===== src/quadruped_gait_sequencer_assert.svh =====
// assertion macros for the quadruped gait sequencer
`ifndef QUADRUPED_GAIT_SEQUENCER_ASSERT_SVH
`define QUADRUPED_GAIT_SEQUENCER_ASSERT_SVH
`ifndef SYNTHESIS
`define QGS_ASSERT_NOW(lbl, clk, rst_n, ante, cons) \
    lbl: assert property (@(posedge clk) disable iff (!(rst_n)) (ante) |-> (cons)) \
        else $error("qgs assertion failed");
`define QGS_ASSERT_NEXT(lbl, clk, rst_n, ante, cons) \
    lbl: assert property (@(posedge clk) disable iff (!(rst_n)) (ante) |=> (cons)) \
        else $error("qgs assertion failed");
`else
`define QGS_ASSERT_NOW(lbl, clk, rst_n, ante, cons)
`define QGS_ASSERT_NEXT(lbl, clk, rst_n, ante, cons)
`endif
`endif


===== src/qgs_pkg.sv =====
// types, codes and angle constants shared by the gait sequencer modules
package qgs_pkg;

    typedef enum logic [1:0] {
        KIND_SERVO  = 2'd0,
        KIND_HOME   = 2'd1,
        KIND_STATUS = 2'd2
    } t_kind;

    typedef enum logic [1:0] {
        ST_OK        = 2'd0,
        ST_BAD_SPEED = 2'd1,
        ST_BAD_DIR   = 2'd2
    } t_status;

    localparam logic OP_CMD  = 1'b0;
    localparam logic OP_TICK = 1'b1;

    localparam logic [2:0] DIR_FWD   = 3'd0;
    localparam logic [2:0] DIR_BACK  = 3'd1;
    localparam logic [2:0] DIR_LEFT  = 3'd2;
    localparam logic [2:0] DIR_RIGHT = 3'd3;
    localparam logic [2:0] DIR_HALT  = 3'd4;

    localparam logic [1:0] SPD_SLOW = 2'd1;
    localparam logic [1:0] SPD_FAST = 2'd3;

    localparam logic [1:0] CFG_SLOW   = 2'd0;
    localparam logic [1:0] CFG_MEDIUM = 2'd1;
    localparam logic [1:0] CFG_FAST   = 2'd2;

    localparam logic [7:0] SLOW_RESET   = 8'd150;
    localparam logic [7:0] MEDIUM_RESET = 8'd100;
    localparam logic [7:0] FAST_RESET   = 8'd50;

    localparam logic [2:0] SRV_RF_SH  = 3'd0;
    localparam logic [2:0] SRV_RF_ARM = 3'd1;
    localparam logic [2:0] SRV_LF_SH  = 3'd2;
    localparam logic [2:0] SRV_LF_ARM = 3'd3;
    localparam logic [2:0] SRV_RB_SH  = 3'd4;
    localparam logic [2:0] SRV_RB_ARM = 3'd5;
    localparam logic [2:0] SRV_LB_SH  = 3'd6;
    localparam logic [2:0] SRV_LB_ARM = 3'd7;

    localparam logic [7:0] ANG_SH_FWD  = 8'd60;
    localparam logic [7:0] ANG_SH_BACK = 8'd120;
    localparam logic [7:0] ANG_NEUTRAL = 8'd90;
    localparam logic [7:0] ANG_LIFT    = 8'd45;
    localparam logic [7:0] ANG_SWING   = 8'd30;
    localparam logic [7:0] ANG_MAX     = 8'd180;
    localparam logic [7:0] ANG_OTHER_FWD  = ANG_SH_BACK + ANG_SWING;
    localparam logic [7:0] ANG_OTHER_BACK = ANG_SH_FWD + ANG_SWING;

    localparam logic [5:0] STEP_MAX   = 6'd45;
    localparam logic [3:0] WALK_PHASES = 4'd6;
    localparam logic [3:0] SIDE_PHASES = 4'd9;

    typedef struct packed {
        t_kind       kind;
        logic [2:0]  idx;
        logic [7:0]  angle;
        t_status     status;
    } t_res;

    // up to four result beats made by one item
    typedef struct packed {
        logic [2:0]     cnt;
        t_res [3:0]     ent;
    } t_grp;

    function automatic t_res qgs_servo(input logic [2:0] idx, input logic [7:0] ang);
        t_res r;
        r.kind   = KIND_SERVO;
        r.idx    = idx;
        r.angle  = ang;
        r.status = ST_OK;
        return r;
    endfunction

    function automatic t_res qgs_note(input t_kind kind, input t_status st);
        t_res r;
        r.kind   = kind;
        r.idx    = 3'd0;
        r.angle  = 8'd0;
        r.status = st;
        return r;
    endfunction

endpackage


===== src/qgs_phase.sv =====
// servo write table for one gait phase (diagonal-pair walk and sidestep)
module qgs_phase (
    input  logic [2:0]   i_dir,
    input  logic [3:0]   i_phase,
    input  logic [5:0]   i_step,
    output qgs_pkg::t_grp o_grp
);

    logic       walk;
    logic       fwd;
    logic       left;
    logic [7:0] s_ang;
    logic [7:0] o_ang;
    logic [1:0] grp_no;
    logic [1:0] sub_no;
    logic [2:0] sh1;
    logic [2:0] sh2;
    logic [7:0] target;

    assign walk = (i_dir == qgs_pkg::DIR_FWD) || (i_dir == qgs_pkg::DIR_BACK);
    assign fwd  = (i_dir == qgs_pkg::DIR_FWD);
    assign left = (i_dir == qgs_pkg::DIR_LEFT);

    always_comb begin
        o_grp  = '0;
        s_ang  = fwd ? qgs_pkg::ANG_SH_FWD : qgs_pkg::ANG_SH_BACK;
        o_ang  = fwd ? qgs_pkg::ANG_OTHER_FWD : qgs_pkg::ANG_OTHER_BACK;
        case (i_phase)
            4'd0, 4'd1, 4'd2: begin grp_no = 2'd0; end
            4'd3, 4'd4, 4'd5: begin grp_no = 2'd1; end
            default: begin grp_no = 2'd2; end
        endcase
        case (i_phase)
            4'd0, 4'd3, 4'd6: begin sub_no = 2'd0; end
            4'd1, 4'd4, 4'd7: begin sub_no = 2'd1; end
            default: begin sub_no = 2'd2; end
        endcase
        // side a leads and closes the sidestep, side b moves in the middle group
        if (grp_no == 2'd1) begin
            sh1 = left ? qgs_pkg::SRV_LF_SH : qgs_pkg::SRV_RF_SH;
            sh2 = left ? qgs_pkg::SRV_LB_SH : qgs_pkg::SRV_RB_SH;
        end else begin
            sh1 = left ? qgs_pkg::SRV_RF_SH : qgs_pkg::SRV_LF_SH;
            sh2 = left ? qgs_pkg::SRV_RB_SH : qgs_pkg::SRV_LB_SH;
        end
        if (grp_no == 2'd2) begin
            target = qgs_pkg::ANG_NEUTRAL;
        end else if (left) begin
            target = qgs_pkg::ANG_NEUTRAL + {2'b00, i_step};
        end else begin
            target = qgs_pkg::ANG_NEUTRAL - {2'b00, i_step};
        end

        if (walk) begin
            case (i_phase)
                4'd0: begin
                    o_grp.cnt    = 3'd2;
                    o_grp.ent[0] = qgs_pkg::qgs_servo(qgs_pkg::SRV_RF_ARM, qgs_pkg::ANG_LIFT);
                    o_grp.ent[1] = qgs_pkg::qgs_servo(qgs_pkg::SRV_LB_ARM, qgs_pkg::ANG_LIFT);
                end
                4'd1: begin
                    o_grp.cnt    = 3'd4;
                    o_grp.ent[0] = qgs_pkg::qgs_servo(qgs_pkg::SRV_RF_SH, s_ang);
                    o_grp.ent[1] = qgs_pkg::qgs_servo(qgs_pkg::SRV_LF_SH, o_ang);
                    o_grp.ent[2] = qgs_pkg::qgs_servo(qgs_pkg::SRV_RB_SH, o_ang);
                    o_grp.ent[3] = qgs_pkg::qgs_servo(qgs_pkg::SRV_LB_SH, s_ang);
                end
                4'd2: begin
                    o_grp.cnt    = 3'd2;
                    o_grp.ent[0] = qgs_pkg::qgs_servo(qgs_pkg::SRV_RF_ARM, qgs_pkg::ANG_NEUTRAL);
                    o_grp.ent[1] = qgs_pkg::qgs_servo(qgs_pkg::SRV_LB_ARM, qgs_pkg::ANG_NEUTRAL);
                end
                4'd3: begin
                    o_grp.cnt    = 3'd2;
                    o_grp.ent[0] = qgs_pkg::qgs_servo(qgs_pkg::SRV_LF_ARM, qgs_pkg::ANG_LIFT);
                    o_grp.ent[1] = qgs_pkg::qgs_servo(qgs_pkg::SRV_RB_ARM, qgs_pkg::ANG_LIFT);
                end
                4'd4: begin
                    o_grp.cnt    = 3'd4;
                    o_grp.ent[0] = qgs_pkg::qgs_servo(qgs_pkg::SRV_LF_SH, s_ang);
                    o_grp.ent[1] = qgs_pkg::qgs_servo(qgs_pkg::SRV_RF_SH, o_ang);
                    o_grp.ent[2] = qgs_pkg::qgs_servo(qgs_pkg::SRV_LB_SH, o_ang);
                    o_grp.ent[3] = qgs_pkg::qgs_servo(qgs_pkg::SRV_RB_SH, s_ang);
                end
                default: begin
                    o_grp.cnt    = 3'd2;
                    o_grp.ent[0] = qgs_pkg::qgs_servo(qgs_pkg::SRV_LF_ARM, qgs_pkg::ANG_NEUTRAL);
                    o_grp.ent[1] = qgs_pkg::qgs_servo(qgs_pkg::SRV_RB_ARM, qgs_pkg::ANG_NEUTRAL);
                end
            endcase
        end else begin
            o_grp.cnt = 3'd2;
            case (sub_no)
                2'd0: begin
                    o_grp.ent[0] = qgs_pkg::qgs_servo(sh1 | 3'd1, qgs_pkg::ANG_LIFT);
                    o_grp.ent[1] = qgs_pkg::qgs_servo(sh2 | 3'd1, qgs_pkg::ANG_LIFT);
                end
                2'd1: begin
                    o_grp.ent[0] = qgs_pkg::qgs_servo(sh1, target);
                    o_grp.ent[1] = qgs_pkg::qgs_servo(sh2, target);
                end
                default: begin
                    o_grp.ent[0] = qgs_pkg::qgs_servo(sh1 | 3'd1, qgs_pkg::ANG_NEUTRAL);
                    o_grp.ent[1] = qgs_pkg::qgs_servo(sh2 | 3'd1, qgs_pkg::ANG_NEUTRAL);
                end
            endcase
        end
    end

endmodule


===== src/qgs_core.sv =====
// command decode, gait state and phase timing for one item per pass
module qgs_core (
    input  logic          i_clk,
    input  logic          i_rst_n,
    input  logic          i_fire,
    input  logic          i_opcode,
    input  logic [2:0]    i_direction,
    input  logic [7:0]    i_heading,
    input  logic [7:0]    i_pace,
    input  logic [7:0]    i_slow,
    input  logic [7:0]    i_medium,
    input  logic [7:0]    i_fast,
    output qgs_pkg::t_grp o_grp
);

    logic        r_active, n_active;
    logic [2:0]  r_sdir, n_sdir;
    logic [7:0]  r_sang, n_sang;
    logic [1:0]  r_sspd, n_sspd;
    logic        r_in_cyc, n_in_cyc;
    logic [2:0]  r_cdir, n_cdir;
    logic [5:0]  r_cstep, n_cstep;
    logic [3:0]  r_phase, n_phase;
    logic [7:0]  r_wait, n_wait;

    logic        pace_ok;
    logic        go;
    logic        closing;
    logic        running;
    logic        start;
    logic [3:0]  nph;
    logic [6:0]  half_ang;
    logic [5:0]  start_step;
    logic [7:0]  delay;
    logic [2:0]  eff_dir;
    logic [3:0]  eff_phase;
    logic [5:0]  eff_step;
    qgs_pkg::t_grp phase_grp;

    qgs_phase u_phase (
        .i_dir   (eff_dir),
        .i_phase (eff_phase),
        .i_step  (eff_step),
        .o_grp   (phase_grp)
    );

    assign pace_ok    = (i_pace >= 8'd1) && (i_pace <= 8'd3);
    assign go         = (r_wait == 8'd0) || (r_wait == 8'd1);
    assign nph        = ((r_cdir == qgs_pkg::DIR_FWD) || (r_cdir == qgs_pkg::DIR_BACK)) ?
                        qgs_pkg::WALK_PHASES : qgs_pkg::SIDE_PHASES;
    assign closing    = r_in_cyc && (r_phase >= nph);
    assign running    = r_in_cyc && !closing;
    assign start      = !running && r_active && (r_sdir < qgs_pkg::DIR_HALT);
    // angle * 45 / 90 is half the angle, held to the largest sidestep
    assign half_ang   = r_sang[7:1];
    assign start_step = (half_ang > {1'b0, qgs_pkg::STEP_MAX}) ? qgs_pkg::STEP_MAX
                                                              : half_ang[5:0];
    assign eff_dir    = start ? r_sdir : r_cdir;
    assign eff_phase  = start ? 4'd0 : r_phase;
    assign eff_step   = start ? start_step : r_cstep;

    always_comb begin
        case (r_sspd)
            qgs_pkg::SPD_SLOW: begin delay = i_slow; end
            qgs_pkg::SPD_FAST: begin delay = i_fast; end
            default: begin delay = i_medium; end
        endcase
    end

    always_comb begin
        n_active = r_active;
        n_sdir   = r_sdir;
        n_sang   = r_sang;
        n_sspd   = r_sspd;
        n_in_cyc = r_in_cyc;
        n_cdir   = r_cdir;
        n_cstep  = r_cstep;
        n_phase  = r_phase;
        n_wait   = r_wait;
        o_grp    = '0;
        if (i_opcode == qgs_pkg::OP_CMD) begin
            if (!pace_ok) begin
                o_grp.cnt    = 3'd1;
                o_grp.ent[0] = qgs_pkg::qgs_note(qgs_pkg::KIND_STATUS, qgs_pkg::ST_BAD_SPEED);
            end else begin
                n_sdir = i_direction;
                n_sang = (i_heading > qgs_pkg::ANG_MAX) ? qgs_pkg::ANG_MAX : i_heading;
                n_sspd = i_pace[1:0];
                if (i_direction < qgs_pkg::DIR_HALT) begin
                    n_active     = 1'b1;
                    o_grp.cnt    = 3'd1;
                    o_grp.ent[0] = qgs_pkg::qgs_note(qgs_pkg::KIND_STATUS, qgs_pkg::ST_OK);
                end else if (i_direction == qgs_pkg::DIR_HALT) begin
                    n_active     = 1'b0;
                    o_grp.cnt    = 3'd2;
                    o_grp.ent[0] = qgs_pkg::qgs_note(qgs_pkg::KIND_HOME, qgs_pkg::ST_OK);
                    o_grp.ent[1] = qgs_pkg::qgs_note(qgs_pkg::KIND_STATUS, qgs_pkg::ST_OK);
                end else begin
                    o_grp.cnt    = 3'd1;
                    o_grp.ent[0] = qgs_pkg::qgs_note(qgs_pkg::KIND_STATUS, qgs_pkg::ST_BAD_DIR);
                end
            end
        end else begin
            if (r_wait != 8'd0) begin
                n_wait = r_wait - 8'd1;
            end
            if (go) begin
                if (!running) begin
                    n_in_cyc = 1'b0;
                    if (r_active && (r_sdir == qgs_pkg::DIR_HALT)) begin
                        n_active     = 1'b0;
                        o_grp.cnt    = 3'd1;
                        o_grp.ent[0] = qgs_pkg::qgs_note(qgs_pkg::KIND_HOME, qgs_pkg::ST_OK);
                    end else if (r_active && (r_sdir > qgs_pkg::DIR_HALT)) begin
                        n_active = 1'b0;
                    end
                end
                if (start) begin
                    n_cdir   = r_sdir;
                    n_cstep  = start_step;
                    n_in_cyc = 1'b1;
                end
                if (running || start) begin
                    o_grp   = phase_grp;
                    n_phase = eff_phase + 4'd1;
                    n_wait  = delay;
                end
            end
        end
    end

    always_ff @(posedge i_clk) begin
        if (!i_rst_n) begin
            r_active <= 1'b0;
            r_sdir   <= '0;
            r_sang   <= '0;
            r_sspd   <= '0;
            r_in_cyc <= 1'b0;
            r_cdir   <= '0;
            r_cstep  <= '0;
            r_phase  <= '0;
            r_wait   <= '0;
        end else if (i_fire) begin
            r_active <= n_active;
            r_sdir   <= n_sdir;
            r_sang   <= n_sang;
            r_sspd   <= n_sspd;
            r_in_cyc <= n_in_cyc;
            r_cdir   <= n_cdir;
            r_cstep  <= n_cstep;
            r_phase  <= n_phase;
            r_wait   <= n_wait;
        end
    end

endmodule


===== src/qgs_obuf.sv =====
// result register holding one item's beats and handing them out one a cycle unless stalled
module qgs_obuf (
    input  logic          i_clk,
    input  logic          i_rst_n,
    input  logic          i_load,
    input  qgs_pkg::t_grp i_grp,
    input  logic          i_stall,
    output logic          o_valid,
    output logic          o_last,
    output qgs_pkg::t_res o_res,
    output logic          o_free
);

    logic [2:0]          r_cnt;
    logic [1:0]          r_ptr;
    qgs_pkg::t_res [3:0] r_ent;
    logic                take;

    assign o_valid = (r_cnt != 3'd0);
    assign o_last  = ({1'b0, r_ptr} == (r_cnt - 3'd1));
    assign o_res   = r_ent[r_ptr];
    assign take    = o_valid && !i_stall;
    // free once empty or as the final beat leaves
    assign o_free  = !o_valid || (take && o_last);

    always_ff @(posedge i_clk) begin
        if (!i_rst_n) begin
            r_cnt <= '0;
            r_ptr <= '0;
        end else if (i_load) begin
            r_cnt <= i_grp.cnt;
            r_ptr <= '0;
        end else if (take) begin
            if (o_last) begin
                r_cnt <= '0;
            end else begin
                r_ptr <= r_ptr + 2'd1;
            end
        end
    end

    always_ff @(posedge i_clk) begin
        if (i_load) begin
            r_ent <= i_grp.ent;
        end
    end

endmodule


===== src/quadruped_gait_sequencer.sv =====
// quadruped gait sequencer top level: input register, delay registers, core and result buffer
//
//  channel   direction  handshake            payload
//  input     in         i_valid / o_stall    i_opcode i_direction i_heading i_pace
//  result    out        o_valid / i_stall    o_kind o_servo_index o_servo_angle o_status o_last
//  config    in         i_cfg_we             i_cfg_addr i_cfg_wdata
//
// an item waits in the input register until the result register frees, then a single
// pass through the core fills the result register with 0 to 4 beats, which leave one
// per cycle unless stalled; the input register frees as the last beat of the previous
// item goes, and until then a new item can wait in it while those beats leave
// reset is synchronous and clears the gait state and loads the default delays
// a stall on the result side holds the result register and backs up into o_stall
module quadruped_gait_sequencer (
    input  logic       i_clk,
    input  logic       i_rst_n,
    input  logic       i_valid,
    output logic       o_stall,
    input  logic       i_opcode,
    input  logic [2:0] i_direction,
    input  logic [7:0] i_heading,
    input  logic [7:0] i_pace,
    output logic       o_valid,
    input  logic       i_stall,
    output logic [1:0] o_kind,
    output logic [2:0] o_servo_index,
    output logic [7:0] o_servo_angle,
    output logic [1:0] o_status,
    output logic       o_last,
    input  logic       i_cfg_we,
    input  logic [1:0] i_cfg_addr,
    input  logic [7:0] i_cfg_wdata
);

`include "quadruped_gait_sequencer_assert.svh"

    logic          r_in_valid;
    logic          r_opcode;
    logic [2:0]    r_direction;
    logic [7:0]    r_heading;
    logic [7:0]    r_pace;
    logic [7:0]    r_slow;
    logic [7:0]    r_medium;
    logic [7:0]    r_fast;
    logic          fire;
    logic          free;
    logic          accept;
    qgs_pkg::t_grp grp;
    qgs_pkg::t_res res;

    assign fire    = r_in_valid && free;
    assign o_stall = r_in_valid && !free;
    assign accept  = i_valid && !o_stall;

    always_ff @(posedge i_clk) begin
        if (!i_rst_n) begin
            r_in_valid <= 1'b0;
        end else if (accept) begin
            r_in_valid <= 1'b1;
        end else if (fire) begin
            r_in_valid <= 1'b0;
        end
    end

    always_ff @(posedge i_clk) begin
        if (accept) begin
            r_opcode    <= i_opcode;
            r_direction <= i_direction;
            r_heading   <= i_heading;
            r_pace      <= i_pace;
        end
    end

    always_ff @(posedge i_clk) begin
        if (!i_rst_n) begin
            r_slow   <= qgs_pkg::SLOW_RESET;
            r_medium <= qgs_pkg::MEDIUM_RESET;
            r_fast   <= qgs_pkg::FAST_RESET;
        end else if (i_cfg_we) begin
            case (i_cfg_addr)
                qgs_pkg::CFG_SLOW: begin r_slow <= i_cfg_wdata; end
                qgs_pkg::CFG_MEDIUM: begin r_medium <= i_cfg_wdata; end
                qgs_pkg::CFG_FAST: begin r_fast <= i_cfg_wdata; end
                default: begin end
            endcase
        end
    end

    qgs_core u_core (
        .i_clk       (i_clk),
        .i_rst_n     (i_rst_n),
        .i_fire      (fire),
        .i_opcode    (r_opcode),
        .i_direction (r_direction),
        .i_heading   (r_heading),
        .i_pace      (r_pace),
        .i_slow      (r_slow),
        .i_medium    (r_medium),
        .i_fast      (r_fast),
        .o_grp       (grp)
    );

    qgs_obuf u_obuf (
        .i_clk   (i_clk),
        .i_rst_n (i_rst_n),
        .i_load  (fire),
        .i_grp   (grp),
        .i_stall (i_stall),
        .o_valid (o_valid),
        .o_last  (o_last),
        .o_res   (res),
        .o_free  (free)
    );

    assign o_kind        = res.kind;
    assign o_servo_index = res.idx;
    assign o_servo_angle = res.angle;
    assign o_status      = res.status;

    // a beat that is not the last is followed by the rest of its item
    `QGS_ASSERT_NEXT(a_group_continues, i_clk, i_rst_n, o_valid && !o_last && !i_stall, o_valid)
    // the input side only waits while results are held
    `QGS_ASSERT_NOW(a_stall_needs_results, i_clk, i_rst_n, o_stall, o_valid && r_in_valid)
    // servo writes never carry a status code
    `QGS_ASSERT_NOW(a_servo_status_ok, i_clk, i_rst_n, o_valid && (o_kind == qgs_pkg::KIND_SERVO), o_status == qgs_pkg::ST_OK)

endmodule

===== config.mk =====
export PLATFORM = sky130hd
export DESIGN_NAME = quadruped_gait_sequencer
export DESIGN_NICKNAME = d
export VERILOG_FILES = /design/src/qgs_pkg.sv /design/src/qgs_phase.sv /design/src/qgs_core.sv /design/src/qgs_obuf.sv /design/src/quadruped_gait_sequencer.sv
export VERILOG_INCLUDE_DIRS = /design/src /design/src/src
export SDC_FILE = /design/constraint.sdc
export NUM_CORES = 1
export LEC_CHECK = 0
export BUFFER_PORTS_ARGS = -buffer_cell sky130_fd_sc_hd__buf_2
export CORE_MARGIN = 5
export CORE_UTILIZATION = 45
export DETAILED_ROUTE_END_ITERATION = 12
export GPL_TIMING_DRIVEN = 0
export PLACE_DENSITY = 0.69
export RECOVER_POWER = 100
export SLEW_MARGIN = 40
export SYNTH_ARGS = -nofsm -noshare
export SYNTH_HDL_FRONTEND = slang
export SYNTH_SLANG_ARGS = --single-unit
export TNS_END_PERCENT = 100

===== constraint.sdc =====
create_clock -name i_clk -period 6.8 [get_ports i_clk]
set_clock_uncertainty 0.2 [all_clocks]
set_input_delay 1.02 -clock i_clk [delete_from_list [all_inputs] [get_ports i_clk]]
set_output_delay 1.02 -clock i_clk [all_outputs]
set_load 0.1 [all_outputs]

After elaboration in Yosys (flattened, before gate mapping)
Cells that the tools add are included.

storage, ports and cells
  bits of input ports = 35
  logic and storage cells = 195
  output and inout bits = 18
  bits in registers = 146

operators by class
  order comparisons = 9
  bitwise gates (word level) = 3
  reductions and logical operators = 54
  $add $sub $neg = 6
  muxes and demuxes = 63
  equality and inequality tests = 25

operator list
  kind                   number
  $pmux W28 S5           1
  $mux W63               2
  $mux W15               8
  $mux W30               2
  $mux W8                7
  $pmux W28 S2           1
  $pmux W26 S2           1
  $bmux W15 S2           1
  $mux W28               1
  $mux W3                9
  $eq A4 B3 Y1 const B   4
  $mux W2                8
  $pmux W8 S2            1
  $mux W14               1
  $mux W1                13
  $logic_and A1 B1 Y1    12
  $mux W6                2
  $reduce_and A2 Y1      6
  $reduce_and A4 Y1      3
  $reduce_or A3 Y1       4
  $add A7 B6 Y8 const A  1
  $eq A2 B1 Y1 const B   4
  $eq A4 B2 Y1 const B   2
  $eq A8 B1 Y1 const B   1
  38 further kinds       65

Depth between registers and ports, before layout
Gate-level depths: netlist (run 1).

  depth in word-level cells = 22
  depth in mapped cells = 16
  mapped depth without buffers = 15

Cells and area by module
From an unflattened synthesis (run 1), not the netlist that was laid out.

unflattened totals
  cell total of the unflattened synthesis = 731
  area total of the unflattened synthesis = 7712.4 um2

modules (own cells, without submodules)
  module                    cells each  times used  seq. area each (um2)  area each (um2)
  qgs_core                  351         1           700.7                 2612.5
  qgs_obuf                  114         1           1901.8                2516.2
  quadruped_gait_sequencer  122         1           1101.1                1630.3
  qgs_phase                 144         1           0.0                   953.4

Worst setup path before layout (run 1)
OpenSTA, ideal clock, no wires.

  path kind = reg-to-reg
  start point = register u_obuf.r_cnt[0]
  end point = register r_direction[0], enable pin
  cell stages (with the launch flop) = 8
  period minus slack after synthesis = 5.604 ns
  path buffers = 0
  data required time = 6.201 ns
  setup slack = 1.196 ns
  setup time = 0.399 ns
  data arrival time = 5.005 ns
  cell sequence = dfxtp_1 > inv_1 > ha_1 > xnor2_1 > nor3_1 > nand2b_1 > and3_1 > nor2b_1

between the ends
  longest elaborated chain between the ends = 8
  elaborated cells on any way between the ends = 11
  classes of those cells = add/sub: 1; eq/ne: 1; reduce/logical: 9

ends and longest elaborated chain
  element                 line                            RTL
  start, declared         qgs_obuf.sv:14                  logic [2:0] r_cnt;
  start signal, assigned  qgs_obuf.sv:31                  r_cnt <= i_grp.cnt;
  $sub A3 B1 Y3           qgs_obuf.sv:20                  assign o_last = ({1'b0, r_ptr} == (r_cnt - 3'd1));
  $eq A2 B3 Y1            qgs_obuf.sv:20
  named net o_last        quadruped_gait_sequencer.sv:29  output logic o_last,
  $logic_and A1 B1 Y1     qgs_obuf.sv:24                  assign o_free = !o_valid || (take && o_last);
  $logic_or A1 B1 Y1      qgs_obuf.sv:24
  $logic_not A1 Y1        quadruped_gait_sequencer.sv:52  assign o_stall = r_in_valid && !free;
  $logic_and A1 B1 Y1     quadruped_gait_sequencer.sv:52
  named net o_stall       quadruped_gait_sequencer.sv:18  output logic o_stall,
  $logic_not A1 Y1        quadruped_gait_sequencer.sv:53  assign accept = i_valid && !o_stall;
  $logic_and A1 B1 Y1     quadruped_gait_sequencer.sv:53
  named net accept        quadruped_gait_sequencer.sv:47  logic accept;
  end signal, assigned    quadruped_gait_sequencer.sv:68  r_direction <= i_direction;
  end, declared           quadruped_gait_sequencer.sv:39  logic [2:0] r_direction;

The timed path passes the listed nets, and every way through them passes these cells.
A chain may end at the register's enable or synchronous reset.

Worst setup path in the final report (run 1)
  start point = register u_core.r_cdir[1]
  end point = register u_obuf.r_ent[23] (netlist bit), data pin

between the ends
  longest elaborated chain between the ends = 21
  elaborated cells on any way between the ends = 47
  classes of those cells = add/sub: 2; order compare: 1; eq/ne: 12; mux: 15; reduce/logical: 17

ends and longest elaborated chain
  element                                                  line             RTL
  start, declared                                          qgs_core.sv:21   logic [2:0] r_cdir, n_cdir;
  start signal, assigned                                   qgs_core.sv:149  r_cdir <= n_cdir;
  $eq A3 B1 Y1 / $logic_not A3 Y1 (equally long branches)  qgs_core.sv:49   assign nph = ((r_cdir == qgs_pkg::DIR_FWD) || (r_cdir == qgs_pkg::DIR_BACK)) ?
  $logic_or A1 B1 Y1                                       qgs_core.sv:49
  $mux W4                                                  qgs_core.sv:49
  $ge A4 B4 Y1                                             qgs_core.sv:51   assign closing = r_in_cyc && (r_phase >= nph);
  $logic_and A1 B1 Y1                                      qgs_core.sv:51
  $logic_not A1 Y1                                         qgs_core.sv:52   assign running = r_in_cyc && !closing;
  $logic_and A1 B1 Y1                                      qgs_core.sv:52
  $logic_not A1 Y1                                         qgs_core.sv:53   assign start = !running && r_active && (r_sdir < qgs_pkg::DIR_HALT);
  [5 not listed]                                           -
  $pmux W2 S2                                              qgs_phase.sv:28  case (i_phase)
  $eq A2 B2 Y1                                             qgs_phase.sv:46  if (grp_no == 2'd2) begin
  $mux W8                                                  qgs_phase.sv:46
  $pmux W26 S2                                             qgs_phase.sv:93  case (sub_no)
  $mux W28                                                 qgs_phase.sv:54  if (walk) begin
  $mux W63 *                                               qgs_core.sv:123  if (running || start) begin
  $mux W63 *                                               qgs_core.sv:107  if (go) begin
  $mux W30 *                                               qgs_core.sv:81   if (i_opcode == qgs_pkg::OP_CMD) begin
  end signal, assigned                                     qgs_obuf.sv:44   r_ent <= i_grp.ent;
  end, declared                                            qgs_obuf.sv:16   qgs_pkg::t_res [3:0] r_ent;

Mark *: on every way between the ends. The rest lies on a longest branch, timed or not.

==> results of run 1 <==
==> routing by layer <==
metal  track usage  wire, um  vias to the layer above
met5             0         0                        -
met2         0.313      6950                      175
li1              -         -                     2397
met4        0.0587       340                        0
met3        0.0469       896                       25
met1         0.226      6080                     2315
==> layout by cell type (no fill, tap or decap), types with 4 or more instances in the layout <==
| cell type | netlist | routed |
|---|---|---|
| dfxtp_1 | 65 | 65 |
| nor2b_1 | 27 | 27 |
| a21oi_1 | 31 | 32 |
| and2_1 | 11 | 6 |
| o211a_1 | 8 | 8 |
| nand3_1 | 22 | 22 |
| and3_1 | 4 | 5 |
| edfxtp_1 | 46 | 46 |
| o21a_1 | 4 | 4 |
| nor3_1 | 11 | 11 |
| inv_1 | 17 | 18 |
| nand2_1 | 74 | 74 |
| and2_0 | 0 | 5 |
| clkbuf_1 | 20 | 48 |
| ha_1 | 11 | 11 |
| clkbuf_16 | 0 | 12 |
| buf_2 | 2 | 32 |
| a211oi_1 | 8 | 8 |
| nor4_1 | 4 | 5 |
| nand3b_1 | 6 | 6 |
| mux2i_1 | 44 | 44 |
| o21ai_0 | 38 | 43 |
| a21boi_0 | 11 | 12 |
| nand2b_1 | 8 | 8 |
| nor2_1 | 43 | 45 |
| xnor2_1 | 7 | 7 |
| nor3b_1 | 5 | 5 |
==> area by class of cell <==
cell class	instances	area [um^2]
clock inverters	3	47.5
plain buffers	30	129
flip-flops and latches	111	2680
clock buffers	13	314
repair buffers	53	238
multi-input cells	464	3040
fillers	1252	6390
inverters	18	67.6
well taps	176	220
==> final timing paths <==
path	to	slack (ns)	depth (start not counted)	from
setup / recovery	u_obuf.r_ent[23]$_SDFFCE_PN0P_	1.91	16	u_core.r_cdir[1]$_SDFFE_PN0P_
hold / removal	u_core.r_cdir[2]$_SDFFE_PN0P_	0.27	2	u_core.r_cdir[2]$_SDFFE_PN0P_
setup reg to reg	u_obuf.r_ent[23]$_SDFFCE_PN0P_	1.91	16	u_core.r_cdir[1]$_SDFFE_PN0P_
hold reg to reg	u_core.r_cdir[2]$_SDFFE_PN0P_	0.27	2	u_core.r_cdir[2]$_SDFFE_PN0P_
==> logic make-up (layout without fill, tap and decap cells) <==
family | Yosys count | in the layout
AO/OA/AOI/OAI | 153 | 153
adder cells (fa/ha/maj) | 11 | 11
buffers and inverters | 48 | 117
flip-flops | 111 | 111
XOR/XNOR | 9 | 9
AND/OR/NAND/NOR | 241 | 241
multiplexers | 50 | 50
==> state kept, by name, summed over array words and instances, names as in the netlist, 2 cells and up <==
name	cells
u_core.r_wait	8
r_pace	8
u_core.r_cstep	6
u_core.r_sang	7
r_slow	8
u_obuf.r_ent	26
r_direction	3
u_obuf.r_ptr	2
u_obuf.r_cnt	3
r_fast	8
u_core.r_phase	4
u_core.r_cdir	3
r_heading	8
u_core.r_sdir	3
u_core.r_sspd	2
r_medium	8
==> worst max-delay path, stage by stage (launching register included) <==
cell and delay (ns):
dfxtp_1 0.34, nor2_1 0.23, ha_1 0.29, o31a_2 0.15, and3_1 0.18, clkbuf_1 0.29
nor2_1 0.72, nand2_1 0.21, inv_1 0.12, ha_1 0.29, inv_1 0.09, a21oi_1 0.20
o31ai_2 0.08, o21ai_0 0.39, o21ai_0 0.19, o311ai_0 0.48, o21ai_1 0.14
==> report_power, final <==
part           total [mW]  switching [mW]  internal, mW
sequential          0.730          0.0124         0.718
clock               0.605           0.239         0.365
combinational       0.172           0.118        0.0543
==> through the flow <==
step                      hold WS [ns]  total power [mW]  setup slack (ns)
after floorplan                  0.233             0.874              1.20
final                            0.268              1.51              1.91
after CTS                        0.273              1.53              3.08
after global routing             0.308              1.57              1.59
after global placement           0.254             0.914              3.20
after detailed placement         0.257             0.921              3.10
==> results.md, run 1 <==
- Area grow syn2layout: 12.3%
- CTS tree: yes
- Synth Area in Adders: 0.0229
- Postcts setup bufs: 0
- Slew headroom: 0.166
- Hold Vio Cnt, Final: 0
- GPL Wtd Cong: 0.867
- CP endpoint kind: register
- Mux contribution to synthesized area: 0.0896
- HPWL Detailed: 10600 um
- Largest net degree at the start of global routing: 34
- Vias in the first global route: ~5000
- Final wirelength: 14300 um
- Gate Count Post-Synth: 623
- Leading cell types by count after synthesis: nand2_1 (74), dfxtp_1 (65), edfxtp_1 (46), mux2i_1 (44), nor2_1 (43)
- Cts hold-fix bufs: 0
- Worst Path Arrival: 4.77 ns
- Post-synthesis compound-gate area fraction: 0.181
- Diode count: 0
- Max cap viols: 0
- Top_reg_cell synth: dfxtp_1
- Fraction of layout cells with a size suffix above 1: 0.116
- Die Span X: 126 um
- Initial DRT Pass Iterations: 7
- Mapped Avg Cell Area: 9.64 um^2
- Global-route wire length before repair: roughly 24000 um
- Final Non-Filler Cells: 868
- Placement Cell Area: 6490 um^2
- Height of the die: 126 um
- Layout net count: 733
- Register area share after synthesis: 0.447
- Vias per cell: between 5 and 6
- Fmax: approximately 200 MHz
- Seq cells post-synth: 111
- Post-CTS sizing: 0
- Die area: 15800 um^2
- Startpoint Class: register
- Io pins: 53
- Worst IR drop on VDD: 0.000213 V
- WP data required: ~6.7 ns
- Final Instance Area: between 6000 and 7000 um^2
- Starting DRT DRC Count: 303
- Power per cell area: 224 nW/um^2
- Ys async rst share: 0
- Synthesized area: 6000 um^2
- Starting density of the core: 0.457
- Post-Synth XOR/XNOR Area: 0.0131
- Count leader, synth: nand2_1
- CP Class: register to register
- P_leak: between 2 and 3 nW
- CORE AREA: roughly 13000 um^2
- Post-synthesis simple-gate area fraction: 0.209
- Clk pin slew, worst setup/hold paths: around 0.07 ns
- Least-Margin Pin Slew: 1.25 ns
- Final Critical Period: 4.89 ns
- Post-synthesis cell type count: 84
- Gr ovfl total: 0
- Vias post-DR: 4912
- PortBufs: 52
- Fin util: 0.513
- Mapped Nets: 669
- Final period utilization: 0.719
- Initial antenna violation count: 0
- Worst-Skew Late Latency: 0.35 ns
- Number of flops mapped to enable cells by yosys: 46
- Synth top area cells: edfxtp_1 (23%), dfxtp_1 (22%), mux2i_1 (7.3%), nand2_1 (4.6%), o21ai_0 (3.2%)
- Setup TNS: 0 ns
- Largest family of logic cells by synthesized area: simple AND/OR/NAND/NOR gates
- Crit path max fanout: 10
- Status: complete, no violations
- Final setup vio count: 0
- Placed Cells: 852
- FP Rows: 42
- CTS Buf Count: 9
- Max Slew Vio Count: 0
- Clk Tree Root Cell: clkbuf_16
- Top cell type's share of synthesized area: 0.230
- Clk buf depth: 2
- Hold Path Class: register to register
- Residual DRC count: 0
- RSZ-0062 raised after global routing: no
- DRT antenna net count: 0
- Clk sinks: 111
- GRT Overall Usage: 0.183
- Area leader, netlist: edfxtp_1
- WL per Instance: 16.4 um
- Synth Warn #: 0
- Htree depth: 3
(Power assumes the default switching activity.)
==> run 2, diff against run 1 <==
- ABC_AREA: unset -> 1
- clock period: 6.8 -> 4.94 ns (I/O delays scaled with it)
==> run 2 against run 1 <==
Effect of this change: register-to-register slack lost 0.97 ns; routed wire length shrank 9.1%; first-iteration DRC count rose by 37%; sequential power is 38% higher; via count is 1.8% lower; clock power up 16%; count of clock-buffer cells in the layout is 4 lower; largest power group unchanged; area after synthesis is 5.4% lower; synthesized cell count is 13% higher; global-route usage up 0.15 points; non-clock buffer count fell by 15.
==> results.md, run 2 <==
- Fraction of layout cells with a size suffix above 1: 0.122
- Mapped Nets: 747
- Starting density of the core: 0.454
- DRT antenna net count: 0
- Gate Count Post-Synth: ~700
- Power per cell area: around 310 nW/um^2
- Crit path max fanout: 10
- Setup WS post-layout: 0.940 ns
- FF-to-FF setup slack: around 0.94 ns
- Synth Area in Adders: 0.0242
- Vias post-DR: roughly 4800
- Critical Path Source: u_core.r_phase[3]$_SDFFE_PN0P_
- WL per Instance: around 14 um
- Ys async rst share: 0
- Post-synthesis simple-gate area fraction: 0.268
- Synth top area cells: edfxtp_1 (24%), dfxtp_1 (23%), nand2_1 (11%), inv_1 (5.0%), nor2_1 (4.7%)
- Max cap viols: 0
- Fin util: 0.504
- Stages on worst setup path: 18
- Clk buf depth: 2
- Register area share after synthesis: 0.472
- Residual DRC count: 0
- Top reg by flops: u_obuf.r_ent
- Max Slew Vio Count: 0
- Initial DRT Pass Iterations: 5
- Final wirelength: 13000 um
- Diode count: 0
- Worst reg2reg startpoint: u_core.r_phase[3]$_SDFFE_PN0P_
- Io pins: 53
- Max reg flops: 26
- Worst IR drop on VDD: 0.000211 V
- Seq cells post-synth: 111
- Worst path cell trace: ha_1 -> inv_1 -> a21oi_1 -> nand2_1 -> nand2_1 -> nand2_1 -> clkbuf_1 -> inv_2 -> nor2_1 -> inv_1 -> ha_1 -> o21ai_0 -> nand2_1 -> a21oi_4 -> o21ai_1 -> nand2_1 -> nand2_1 -> nand2_1
- Starting DRT DRC Count: 416
- RSZ-0062 raised after global routing: no
- Least-Margin Pin Slew: roughly 1.2 ns
- Final setup vio count: 0
- Placement Cell Area: 6170 um^2
- FP Rows: 41
- Number of flops mapped to enable cells by yosys: 46
- GRT Overall Usage: 0.184
- Post-Synth XOR/XNOR Area: 0.0154
- Worst R2R Path Depth: 18
- Hold Vio Cnt, Final: 0
- Fmax: 250 MHz
- Die Span X: 122 um
- Commonest non-fill, non-tap cell in the layout: nand2_1
- WP data required: 4.96 ns
- Startpoint Class: register
- Height of the die: 122 um
- Setup TNS: 0 ns
- Top_reg_cell synth: dfxtp_1
- Capture point of the critical path: u_obuf.r_ent[23]$_SDFFCE_PN0P_
- Largest net degree at the start of global routing: 32
- GPL Wtd Cong: 0.910
- Final Critical Period: 4.00 ns
- Final Instance Area: about 6300 um^2
- Area grow syn2layout: 11.0%
- Mux contribution to synthesized area: 0
- CP top delay family: simple AND/OR/NAND/NOR gates
- Clk sinks: 111
- CP Class: register to register
- Postcts setup bufs: 0
- Mapped Avg Cell Area: 8.11 um^2
- Clk pin slew, worst setup/hold paths: about 0.070 ns
- Initial antenna violation count: 0
- Post-synthesis cell type count: 47
- P_leak: 2.72 nW
- CTS Buf Count: 9
- Synth Warn #: 0
- HPWL Detailed: approximately 9700 um
- Final period utilization: 0.810
- Htree depth: 3
- Die area: roughly 15000 um^2
- Vias per cell: 5.12
- Post-CTS sizing: 0
- Reg2Reg Capture Point: u_obuf.r_ent[23]$_SDFFCE_PN0P_
- CTS tree: yes
- Global-route wire length before repair: 22000 um
- CORE AREA: around 13000 um^2
- Area leader, netlist: edfxtp_1
- CP endpoint kind: register
- Hold Path Class: register to register
- Layout net count: 810
- Worst Path Arrival: around 4 ns
- Count leader, synth: nand2_1
- Worst-Skew Late Latency: 0.35 ns
- Crit-path most repeated cell: nand2_1
- Largest family of logic cells by synthesized area: simple AND/OR/NAND/NOR gates
- Minimum setup slack after placement: 1.52 ns
- Leading cell types by count after synthesis: nand2_1 (159), inv_1 (76), nor2_1 (71), dfxtp_1 (65), o21ai_0 (51)
- Vias in the first global route: between 4000 and 5000
- Status: complete, no violations
- PortBufs: 52
- Gr ovfl total: 0
- Clk Tree Root Cell: clkbuf_16
- Most frequent cells in the layout: nand2_1 (164), nor2_1 (79), inv_1 (79), dfxtp_1 (65), o21ai_0 (53)
- Critical path's slowest cell: clkbuf_1
- Top cell type's share of synthesized area: 0.243
- Pwr Total: 1.95 mW
- Slew headroom: 0.215
- Cts hold-fix bufs: 0
- Post-synthesis compound-gate area fraction: 0.143
- CP bufs+invs: 4
- Synthesized area: 5680 um^2
- Crit path largest cell delay: 0.50 ns
run 2: changes by cell type after synthesis, moves of 11 or more:
cell and delta:
a21boi_0 -11, a21oi_1 +19, and2_1 -11, clkbuf_1 -13, inv_1 +59, inv_2 +11
mux2i_1 -44, nand2_1 +85, nand2_2 +15, nor2_1 +28, nor2b_1 -27, o21ai_0 +13
run 2: worst min-delay path, stage by stage, from the launching register on:
cell and delay [ns]:
dfxtp_1 0.33, nand2_1 0.05, nand3_1 0.05
run 2: cell families after synthesis:
logic type / after synthesis
XOR/XNOR: 10
flip-flops: 111
AND/OR/NAND/NOR: 322
adder cells (fa/ha/maj): 11
buffers and inverters: 105
AO/OA/AOI/OAI: 142
run 2: worst min-delay path by stage:
stage,endpoint,startpoint,depth (start not counted),slack (ns)
2_1_floorplan,r_slow[7]$_SDFFE_PN1P_,r_slow[7]$_SDFFE_PN1P_,2,0.23
3_5_place_dp,r_slow[4]$_SDFFE_PN1P_,r_slow[4]$_SDFFE_PN1P_,2,0.24
6_report,r_slow[4]$_SDFFE_PN1P_,r_slow[4]$_SDFFE_PN1P_,2,0.26
4_1_cts,r_medium[7]$_SDFFE_PN0P_,r_medium[7]$_SDFFE_PN0P_,2,0.26
3_3_place_gp,r_slow[1]$_SDFFE_PN1P_,r_slow[1]$_SDFFE_PN1P_,2,0.24
5_1_grt,r_slow[4]$_SDFFE_PN1P_,r_slow[4]$_SDFFE_PN1P_,2,0.29
run 2: per-layer routing:
metal	up-vias	GRT usage	part of all wire
li1	2442	-	-
met1	2220	0.250	0.47
met4	0	0.0686	0.018
met3	17	0.0350	0.058
met5	-	0	0
met2	143	0.294	0.45
run 2: area by class of cell:
| type | count | area, um^2 |
|---|---|---|
| Multi-Input combinational cell | 485 | 2470 |
| Fill cell | 1253 | 6210 |
| Sequential cell | 111 | 2680 |
| Clock inverter | 7 | 62.6 |
| Buffer | 16 | 77.6 |
| Clock buffer | 9 | 225 |
| Inverter | 89 | 335 |
| Tap cell | 172 | 215 |
| Timing Repair Buffer | 52 | 234 |
run 2: through the flow:
stage	instances	hold WS (ns)
CTS	941	0.261
floorplan	701	0.229
finish	941	0.263
global placement	925	0.241
global route	941	0.292
detailed placement	925	0.244
run 2: power breakdown:
part / switching (mW) / total (mW) / internal, mW / leakage [nW]
Sequential: 0.0184 / 1.01 / 0.993 / 0.976
Combinational: 0.175 / 0.238 / 0.0632 / 1.60
Clock: 0.351 / 0.704 / 0.353 / 0.139
Total: 0.544 / 1.95 / 1.41 / 2.72
==> run 3, diff against run 2 <==
- ABC_AREA: 1 -> 0
- clock period: 4.94 -> 3.9 ns (I/O delays scaled with it)
==> run 3 against run 2 <==
Effect of this change: the run now ends with capacitance limit, slew limit left; core utilization grew 0.84 points; highest routed layer unchanged; die area rose by 5.2%; first-iteration DRC count fell by 24%; count of clock-buffer cells in the layout grew 2; clock power grew 26%; sequential power rose by 26%; combinational power grew 29%.
==> results.md, run 3 (synthesized netlist as in run 1, its figures left out) <==
- Max Slew Vio Count: 21
- Least-Margin Pin Slew: around 1.6 ns
- Status: finished with violations
- GPL Wtd Cong: 0.892
- Initial antenna violation count: 0
- Io pins: between 50 and 60
- Critical Path Source: u_core.r_cdir[1]$_SDFFE_PN0P_
- Setup TNS: 0 ns
- Clk Tree Root Cell: clkbuf_16
- Crit path largest cell delay: ~0.35 ns
- Die area: 15800 um^2
- Worst hold margin: 0.199 ns
- Commonest non-fill, non-tap cell in the layout: nand2_1
- Slew headroom: -0.100
- RSZ-0062 raised after global routing: no
- Final Non-Filler Cells: ~870
- Hold Vio Cnt, Final: 0
- FP Rows: 42
- Worst path cell trace: nor2_2 -> ha_1 -> o31a_2 -> and3_1 -> buf_6 -> nor2_8 -> nand2_1 -> inv_1 -> ha_2 -> inv_1 -> a21oi_1 -> o31ai_2 -> o21ai_2 -> o21ai_0 -> o311ai_1 -> o21ai_1
- Htree depth: 3
- Fin util: 0.512
- Height of the die: ~130 um
- Residual DRC count: 0
- Gr ovfl total: 0
- Clk pin slew, worst setup/hold paths: 0.07 ns
- Final period utilization: 0.929
- CP Class: register to register
- Crit path max fanout: 10
- Worst IR drop on VDD: 0.000363 V
- CTS tree: yes
- Vias in the first global route: 4757
- GRT Overall Usage: 0.181
- HPWL Detailed: 10600 um
- Fmax: ~280 MHz
- Fraction of layout cells with a size suffix above 1: 0.132
- Die Span X: approximately 130 um
- Initial DRT Pass Iterations: 6
- Top reg by flops: u_obuf.r_ent
- PortBufs: 52
- Clk buf depth: 2
- Power per cell area: 366 nW/um^2
- Final Critical Period: around 3.6 ns
- P_leak: ~2.5 nW
- Placed Cells: around 850
- Critical path's slowest cell: dfxtp_1
- Vias post-DR: between 4000 and 5000
- Max cap viols: 1
- Final setup vio count: 0
- WP data required: 3.78 ns
- Startpoint Class: register
- Clk sinks: 111
- Hold Path Class: input port to register
- Max reg flops: 26
- Starting DRT DRC Count: 318
- Worst-Skew Late Latency: 0.36 ns
- DRT antenna net count: 0
- Worst reg2reg startpoint: u_core.r_cdir[1]$_SDFFE_PN0P_
- Most frequent cells in the layout: nand2_1 (74), dfxtp_1 (65), edfxtp_1 (46), clkbuf_1 (45), mux2i_1 (44)
- Vias per cell: around 5.6
- Global-route wire length before repair: 23400 um
- Worst Path Arrival: 3.51 ns
- Hold path start: i_heading[4]
- Area grow syn2layout: 12.1%
- Final Instance Area: 6730 um^2
- Layout net count: 732
- WL per Instance: 16.2 um
- CTS Buf Count: 9
- Failing checks: capacitance limit, slew limit
- Starting density of the core: 0.457
- CP endpoint kind: register
- Placement Cell Area: 6500 um^2
- Diode count: 0
- Crit-path most repeated cell: inv_1
- CORE AREA: 13100 um^2
- Largest net degree at the start of global routing: 34
- Final wirelength: ~14000 um
==> run 3: changes by cell type in the layout (fill, tap and decap cells not counted), moves of 13 or more <==
cell and change:
nor2b_1 +27, inv_1 -62, nor2_1 -37, nand2_1 -90, clkbuf_1 +13, mux2i_1 +44, a21oi_1 -20
==> run 3: final timing paths <==
kind,cells past startpoint,slack (ns),to
worst max-delay path,16,0.28,u_obuf.r_ent[23]$_SDFFCE_PN0P_
worst min-delay path,1,0.20,r_heading[4]$_DFFE_PP_
worst min register to register,2,0.28,r_slow[7]$_SDFFE_PN1P_
worst max register to register,16,0.28,u_obuf.r_ent[23]$_SDFFCE_PN0P_
==> run 3: power breakdown <==
group / internal, mW / leakage (nW) / total [mW] / switching [mW]
sequential: 1.25 / 0.975 / 1.27 / 0.0217
combinational: 0.0959 / 1.43 / 0.306 / 0.210
clock: 0.458 / 0.138 / 0.886 / 0.428
==> run 3: metrics by stage <==
step                      power, mW  setup WS (ns)
after floorplan                1.52         0.0981
after global placement         1.60          0.283
after detailed placement       1.61          0.171
after CTS                      2.49          0.148
after global routing           2.57         0.0307
final                          2.47          0.275
==> run 3: layout make-up <==
type / instances / area, um^2
plain buffers: 30 / 140
clock buffers: 11 / 243
clock inverters: 5 / 38.8
fillers: 1211 / 6410
inverters: 18 / 67.6
multi-input cells: 464 / 3100
flip-flops and latches: 111 / 2680
well taps: 176 / 220
repair buffers: 52 / 235
==> run 3: worst max-delay path, delay by kind of cell (launching register included) <==
family / cells / cell delay, ns
fa+ha+maj: 2 / 0.52
flops: 1 / 0.35
simple gates: 4 / 0.69
buf+inv: 3 / 0.33
compound gates: 7 / 1.25
==> run 3: per-layer routing <==
layer  routed length [um]  share of wire  vias up  global-route usage
met5                    0              0        -                   0
met2                 6860           0.49      162               0.307
met3                  902          0.064       27              0.0461
li1                     -              -     2385                   -
met1                 5980           0.42     2298               0.223
met4                  352          0.025        0              0.0638
==> run 3: repair_timing <==
item / in CTS / in global routing
gates resized for setup: 0 / 3
buffers inserted: 0 / 0
hold buffers: 0 / 0
endpoints found under the setup margin: 0 / 2
